===== src/rtl/indexed_min_heap_queue_macros.svh =====
// assertion helpers for the heap queue
`ifndef INDEXED_MIN_HEAP_QUEUE_MACROS_SVH
`define INDEXED_MIN_HEAP_QUEUE_MACROS_SVH

// same-cycle implication
`define IMHQ_ASSERT_NOW(lbl, ante, cons, msg) \
	lbl: assert property (@(posedge clk) disable iff (!arst_n) (ante) |-> (cons)) \
		else $error(msg);

// next-cycle implication
`define IMHQ_ASSERT_NEXT(lbl, ante, cons, msg) \
	lbl: assert property (@(posedge clk) disable iff (!arst_n) (ante) |=> (cons)) \
		else $error(msg);

`endif


===== src/rtl/imq_pkg.sv =====
package imq_pkg;

	localparam int CAPACITY_DEF  = 256;
	localparam int KEY_WIDTH_DEF = 32;
	localparam int ID_COUNT_DEF  = 256;

	localparam int ACT_W  = 3;
	localparam int ID_W   = 8;
	localparam int KEYF_W = 32;
	localparam int ST_W   = 3;

	typedef enum logic [ACT_W-1:0] {
		ACT_INS    = 3'd0,
		ACT_DELMIN = 3'd1,
		ACT_DELID  = 3'd2,
		ACT_CHKEY  = 3'd3,
		ACT_CLR    = 3'd4
	} act_t;

	typedef enum logic [ST_W-1:0] {
		ST_OK      = 3'd0,
		ST_FULL    = 3'd1,
		ST_EMPTY   = 3'd2,
		ST_NOTMEM  = 3'd3,
		ST_ALREADY = 3'd4
	} st_t;

	typedef struct packed {
		logic latch_in;
		logic decide;
		logic start_ins;
		logic start_clr;
		logic rd_root;
		logic take_min;
		logic take_pos;
		logic rd_last;
		logic take_last;
		logic up_rd;
		logic up_swap;
		logic dn_rd;
		logic dn_swap;
		logic place;
		logic load_res;
		logic load_out;
	} cmd_t;

	typedef struct packed {
		logic             err;
		logic [ACT_W-1:0] act;
		logic             cnt_one;
		logic             last_hit;
		logic             p_zero;
		logic             l_ge;
		logic             up_less;
		logic             dn_less;
	} stat_t;

endpackage


===== src/rtl/imq_ctrl.sv =====
`include "indexed_min_heap_queue_macros.svh"

module imq_ctrl import imq_pkg::*; (
	input  logic  clk,
	input  logic  arst_n,
	input  logic  in_valid,
	output logic  in_stall,
	output logic  out_valid,
	input  logic  out_stall,
	input  stat_t stat,
	output cmd_t  cmd
);

	typedef enum logic [3:0] {
		S_IDLE, S_DECIDE, S_DM_RD, S_POS_RD, S_LAST_RD, S_UP, S_UP_CMP,
		S_DOWN, S_DN_CMP, S_PLACE, S_ROOT, S_ROOT_RD, S_FIN
	} state_t;

	state_t state_q, state_d;
	logic   moved_q;
	logic   out_valid_q;
	logic   out_free;

	assign in_stall  = (state_q != S_IDLE);
	assign out_valid = out_valid_q;
	assign out_free  = !out_valid_q || !out_stall;

	always_comb begin
		cmd     = '0;
		state_d = state_q;
		unique case (state_q)
			S_IDLE: begin
				if (in_valid) begin
					cmd.latch_in = 1'b1;
					state_d      = S_DECIDE;
				end
			end
			S_DECIDE: begin
				cmd.decide = 1'b1;
				if (stat.err) begin
					state_d = S_ROOT;
				end else begin
					case (stat.act)
						ACT_INS: begin
							cmd.start_ins = 1'b1;
							state_d       = S_UP;
						end
						ACT_DELMIN: begin
							cmd.rd_root = 1'b1;
							state_d     = S_DM_RD;
						end
						ACT_DELID, ACT_CHKEY: begin
							state_d = S_POS_RD;
						end
						ACT_CLR: begin
							cmd.start_clr = 1'b1;
							state_d       = S_ROOT;
						end
						default: state_d = S_ROOT;
					endcase
				end
			end
			S_DM_RD: begin
				cmd.take_min = 1'b1;
				if (stat.cnt_one) begin
					state_d = S_ROOT;
				end else begin
					cmd.rd_last = 1'b1;
					state_d     = S_LAST_RD;
				end
			end
			S_POS_RD: begin
				cmd.take_pos = 1'b1;
				if (stat.act == ACT_CHKEY) begin
					state_d = S_UP;
				end else if (stat.last_hit) begin
					state_d = S_ROOT;
				end else begin
					cmd.rd_last = 1'b1;
					state_d     = S_LAST_RD;
				end
			end
			S_LAST_RD: begin
				cmd.take_last = 1'b1;
				state_d       = S_UP;
			end
			S_UP: begin
				if (stat.p_zero) begin
					state_d = moved_q ? S_PLACE : S_DOWN;
				end else begin
					cmd.up_rd = 1'b1;
					state_d   = S_UP_CMP;
				end
			end
			S_UP_CMP: begin
				if (stat.up_less) begin
					cmd.up_swap = 1'b1;
					state_d     = S_UP;
				end else begin
					state_d = moved_q ? S_PLACE : S_DOWN;
				end
			end
			S_DOWN: begin
				if (stat.l_ge) begin
					state_d = S_PLACE;
				end else begin
					cmd.dn_rd = 1'b1;
					state_d   = S_DN_CMP;
				end
			end
			S_DN_CMP: begin
				if (stat.dn_less) begin
					cmd.dn_swap = 1'b1;
					state_d     = S_DOWN;
				end else begin
					state_d = S_PLACE;
				end
			end
			S_PLACE: begin
				cmd.place = 1'b1;
				state_d   = S_ROOT;
			end
			S_ROOT: begin
				cmd.rd_root = 1'b1;
				state_d     = S_ROOT_RD;
			end
			S_ROOT_RD: begin
				cmd.load_res = 1'b1;
				state_d      = S_FIN;
			end
			S_FIN: begin
				if (out_free) begin
					cmd.load_out = 1'b1;
					state_d      = S_IDLE;
				end
			end
			default: state_d = S_IDLE;
		endcase
	end

	always_ff @(posedge clk or negedge arst_n) begin
		if (!arst_n) begin
			state_q     <= S_IDLE;
			moved_q     <= 1'b0;
			out_valid_q <= 1'b0;
		end else begin
			state_q <= state_d;
			if (cmd.decide || cmd.take_pos || cmd.take_last) begin
				moved_q <= 1'b0;
			end else if (cmd.up_swap) begin
				moved_q <= 1'b1;
			end
			if (cmd.load_out) begin
				out_valid_q <= 1'b1;
			end else if (!out_stall) begin
				out_valid_q <= 1'b0;
			end
		end
	end

	`IMHQ_ASSERT_NEXT(a_accept_decide, in_valid && !in_stall, state_q == S_DECIDE, "accept did not start decode")
	`IMHQ_ASSERT_NEXT(a_fin_hold, state_q == S_FIN && out_valid_q && out_stall, state_q == S_FIN, "result overwritten while stalled")
	`IMHQ_ASSERT_NEXT(a_place_root, cmd.place, state_q == S_ROOT, "place not followed by root read")
	`IMHQ_ASSERT_NOW(a_load_free, cmd.load_out, !out_valid_q || !out_stall, "output loaded while occupied")

endmodule


===== config.mk =====
export PLATFORM = sky130hd
export DESIGN_NAME = imq_ctrl
export DESIGN_NICKNAME = d
export VERILOG_FILES = /design/src/rtl/imq_pkg.sv /design/src/rtl/imq_ctrl.sv
export VERILOG_INCLUDE_DIRS = /design/src /design/src/rtl
export SDC_FILE = /design/constraint.sdc
export NUM_CORES = 1
export LEC_CHECK = 0
export ABC_CLOCK_PERIOD_IN_PS = 1250
export BUFFER_PORTS_ARGS = -buffer_cell sky130_fd_sc_hd__buf_2
export CAP_MARGIN = 0
export CORE_MARGIN = 4
export CORE_UTILIZATION = 41
export DETAILED_ROUTE_END_ITERATION = 16
export GPL_TIMING_DRIVEN = 0
export MAX_ROUTING_LAYER = met4
export PLACE_DENSITY = 0.74
export SLEW_MARGIN = 30
export SYNTH_ARGS = -nofsm -noshare
export SYNTH_HDL_FRONTEND = slang
export SYNTH_SLANG_ARGS = --single-unit

===== constraint.sdc =====
create_clock -name clk -period 1.25 [get_ports clk]
set_clock_uncertainty 0.15 [all_clocks]
set_input_delay 0.1875 -clock clk [delete_from_list [all_inputs] [get_ports clk]]
set_output_delay 0.1875 -clock clk [all_outputs]
set_load 0.02 [all_outputs]

Word-level counts from Yosys, hierarchy flattened

Cells that the tools add are included.

Flip-flop bits (word level): 6
Input bits: 14
Output and inout port bits: 18
Word-level logic and storage cells: 77

Equality and inequality tests: 19
Multiplexer cells: 44
Reductions and logical operators: 11

Operators by type and width:

| cell                                                                   | count |
|---|---|
| 4-bit one-hot mux with 13 select lines                                 | 1 |
| 4-bit two-way mux                                                      | 10 |
| 1-bit two-way mux                                                      | 28 |
| 4-bit equality test (second input constant)                            | 5 |
| 4-bit by 3-bit equality test with 1-bit output (second input constant) | 4 |
| 4-bit one-hot mux with 3 select lines                                  | 1 |
| 4-bit by 2-bit equality test with 1-bit output (second input constant) | 2 |
| 3-bit by 2-bit equality test with 1-bit output (second input constant) | 2 |
| 3-bit two-way mux                                                      | 2 |
| 4-bit by 1-bit equality test with 1-bit output (second input constant) | 1 |
| 4-bit logical NOT                                                      | 1 |
| 2-bit != test (second input constant)                                  | 2 |
| 1-bit one-hot mux with 2 select lines                                  | 2 |
| 4-bit nonzero test                                                     | 1 |
| 3-bit by 1-bit equality test with 1-bit output (second input constant) | 1 |
| 3-bit equality test (second input constant)                            | 1 |
| 3-bit logical NOT                                                      | 1 |
| 1-bit logical OR                                                       | 3 |
| 1-bit logical NOT                                                      | 2 |
| 2-bit by 1-bit != test with 1-bit output (second input constant)       | 1 |
| 2-bit AND reduction                                                    | 1 |
| 2-bit nonzero test                                                     | 1 |
| 2-bit OR reduction                                                     | 1 |

Depth between registers and ports, before layout

Depth in word-level cells: 7
Depth in mapped cells: 6
Depth with buffers taken out: 6

Least setup slack after synthesis

OpenSTA, ideal clock, no wires.

Kind: register to output
From: register state_q[2]
To: output port cmd[11] (netlist name)
Arrival time: 1.453 ns
Required time: 0.912 ns
Slack: -0.540 ns
Cell stages (with the launch flop): 6
Buffers on the path: 0
Path through: dfrtp_1 > nor2_4 > nand3_2 > inv_2 > nand2_2 > o32ai_1

RTL lines:

| item                   | RTL line        | text |
|---|---|---|
| start, declared        | imq_ctrl.sv:19  | `state_t state_q, state_d;` |
| start signal, assigned | imq_ctrl.sv:147 | `state_q <= state_d;` |
| end, declared          | imq_ctrl.sv:11  | `output cmd_t cmd` |

==> flow_summary_export.csv <==
group,metric,value,unit
status,outcome,"finished with violations",
status,failed_checks,"negative setup slack",
grt,grtUsageTotal,30.6,%
floorplan,die_area,2450,µm²
yosys,synth_top_family_by_area,"simple AND/OR/NAND/NOR gates",
floorplan,start_util,45.3,%
floorplan,ioPinCount,32,
setup_path,cp.arrival,1810,ps
timing,finalMaxSlewViolations,0,
clocking,cts_buffers,3,
place,portBuffers,31,
place,dpl_cell_area,1010,µm²
layout,nets,168,
layout,fillers,33,
clocking,clk_latency,290,ps
yosys,muxShareOfSynthArea,1.42,%
timing,slew_headroom,73.0,%
yosys,yosys_warnings,0,
power_and_ir_drop,power_density,2720,nW/µm²
yosys,syn_area,707,µm²
layout,final-seq-area,153,µm²
place,gp_congestion,0.912,
yosys,ys_top_cells_by_area,"dfrtp_1, nor3_1, nor2_1",
yosys,synth.top_cell.area_share,21.2,%
timing,min_period,2140,ps
floorplan,core_area,1560,µm²
yosys,synth-xor-area-share,0,%
detailed_routing,drc,0,
layout,antenna_cells,0,
clocking,cts_tree,"built",
grt,grt_pass1_wl,5550,µm
yosys,yosysTopAreaCell,"dfrtp_1",
yosys,avgSynthCellArea,7.68,µm²
yosys,yosys.area_share.simple,46.9,%
setup_path,crit_chain,"buf_6 > nor2b_1 > a21oi_2 > nor4_2 > buf_2",
detailed_routing,routed_via_density,7.42,
yosys,netlist_instances,92,
detailed_routing,drt-total-wl,4850,µm
layout,drive_gt1_share,71.2,%
yosys,synth_nets,106,
timing,finalSetupViolCount,24,
setup_path,cpPeakStageDelay,380,ps
hold_path,min_path_type,"primary input to asynchronous set/reset pin",
place,hpwl,1730,µm
clocking,clock_sinks,6,
timing,finalHoldViolCount,0,
layout,multiInputGateArea,718,µm²
yosys,synth_compound_area_share,18.8,%
detailed_routing,wl_met1,1540,µm
setup_path,crit_type,"flop to output pin",
setup_path,critical_path.top_delay_family,"simple AND/OR/NAND/NOR gates",
run,drv_cap,0,
setup_path,start_kind,"flop",
timing,setup_tns,-11920,ps
power_and_ir_drop,p_leak,0.679,nW
timing,fmax,467,MHz
detailed_routing,top_layer_used,"met4",
timing,finalCritPeriodShare,171,%
timing,worst_pin_slew,404,ps
timing,grt_setup_unrepaired,"yes",
detailed_routing,dr.first_iter.drc_count,156,
detailed_routing,wl_met3,787,µm
detailed_routing,wire_per_inst,28.7,µm
setup_path,crit_slowest_cell,"nor2b_1",
setup_path,critPathCaptureType,"output pin",
floorplan,die_height,49.5,µm
grt,grt_pass1_vias,1098,
clocking,root_buffer,"clkbuf_4",
floorplan,die_width,49.5,µm
setup_path,cp_num_buf_inv,2,
yosys,synth_adder_area_share,0,%
timing,layout_setup_ws,-893,ps
clocking,clkSlewWorstSetupHoldPaths,80,ps
setup_path,worstPathRequired,910,ps
grt,grt_max_degree,11,
clocking,clock_path_buffers,2,
grt,antenna_found_initial,0,
detailed_routing,vias,1254,
grt,overflow,0,
detailed_routing,dr_wl_met2,2060,µm
yosys,synth_seq_cells,6,
yosys,ys_types,39,
layout,fin_area,1510,µm²
yosys,ys_seq_area_share,21.2,%
clocking,htree_num_levels,1,
setup_path,worstPathMaxFanout,7,
floorplan,num_rows,14,
power_and_ir_drop,ir_drop,2.37,mV
detailed_routing,firstDrtPassIters,7,
layout,area_growth,113,%
detailed_routing,ant_nets,0,
## final cells by class
cell class,instances,share of cell area [%]
plain buffers,6,5.23
clock buffers,4,1.74
inverters,7,1.91
multi-input cells,73,47.6
flip-flops and latches,6,10.1
well taps,16,1.33
repair buffers,57,32.0
## what timing repair did
action / in CTS / in global routing
gates resized for setup: 54 / 17
cloned: 0 / 0
endpoints found under the hold margin: 6 / 0
hold buffers: 1 / 0
pin swaps: 13 / 6
setup endpoints to repair: 23 / 23
setup buffers: 21 / 5
## placed cells by master (no fill, tap or decap), types with 2 or more instances in the layout
cell,n
nand2b_4,3
dfrtp_1,4
buf_4,17
a21oi_2,2
buf_8,3
nor4b_4,2
a21oi_4,2
nand2_1,6
nand3_4,2
o21ai_1,2
dfrtp_2,2
nor2_1,7
nand4b_1,2
a21oi_1,3
buf_6,27
nor2_4,5
nor3_2,2
nand2_4,2
nor2b_1,2
clkbuf_4,3
nand3_1,3
inv_2,4
inv_1,2
nor4_2,2
nor3_4,7
buf_2,15
## Yosys cell counts
| cell | number |
|---|---|
| and3_1 | 1 |
| a21boi_0 | 1 |
| nand2_2 | 1 |
| nor2_2 | 2 |
| inv_1 | 3 |
| nor3_2 | 2 |
| nor2b_1 | 2 |
| a21oi_2 | 1 |
| nand3b_1 | 1 |
| nand3_1 | 4 |
| a21oi_1 | 6 |
| a31oi_1 | 1 |
| o22ai_1 | 1 |
| nor4_2 | 1 |
| mux2i_1 | 1 |
| o21ai_1 | 2 |
| nor2_1 | 10 |
| nand3_2 | 1 |
| o21ai_0 | 1 |
| o2111ai_1 | 2 |
| nor2_4 | 1 |
| nor4_1 | 1 |
| nand4_1 | 1 |
| buf_4 | 3 |
| o41ai_2 | 1 |
| nand2_1 | 8 |
| nor4b_1 | 1 |
| nand4b_1 | 2 |
| nor4b_4 | 1 |
| o32ai_1 | 1 |
| nand2b_4 | 1 |
| buf_6 | 3 |
| nand2b_1 | 3 |
| a211oi_1 | 1 |
| a311oi_1 | 1 |
| dfrtp_1 | 6 |
| inv_2 | 4 |
| nor3_1 | 8 |
| and4b_1 | 1 |
## metal layers
metal	up-vias	global-route usage, %
met4	0	13.4
met1	559	37.9
met3	67	3.92
met5	-	-
met2	168	49.8
li1	460	-
## report_power, final
part           total, mW  switching (mW)  leakage, nW  internal [mW]
registers          0.423           0.134       0.0737          0.289
logic               3.45            1.96        0.590           1.49
clock network      0.236           0.113       0.0150          0.123
total               4.11            2.20        0.679           1.90
## final timing paths
path | slack, ps | depth (start not counted) | from | to
max | -890 | 5 | state_q[0] | cmd[8]
min | 100 | 2 | arst_n | state_q[2]
max reg2reg | -550 | 7 | state_q[3] | state_q[1]
min reg2reg | 580 | 2 | moved_q | state_q[3]
max in group asynchronous | 660 | 2 | arst_n | moved_q
min in group clk | 200 | 3 | out_stall | out_valid
## logic make-up after synthesis
kind of cell | Yosys count
muxes | 1
AOI/OAI and AO/OA | 19
DFF | 6
buffers and inverters | 13
and+or+nand+nor | 53
## metrics by stage
stage | instances | power [mW] | hold slack [ps] | utilization (%) | setup slack (ps)
after floorplan | 92 | 1.82 | -258 | - | -285
after global placement | 139 | 2.20 | -138 | 64.8 | -383
after detailed placement | 139 | 2.24 | -135 | 64.8 | -398
after CTS | 165 | 3.37 | 99.7 | 89.6 | -557
after global routing | 169 | 4.19 | 123 | 96.7 | -941
final | 169 | 4.11 | 105 | 96.7 | -893
## flip-flops by register name, summed over array words and instances (netlist names)
register	count
out_valid	1
state_q	4
moved_q	1
No activity file was read; power rests on OpenSTA's default activity.
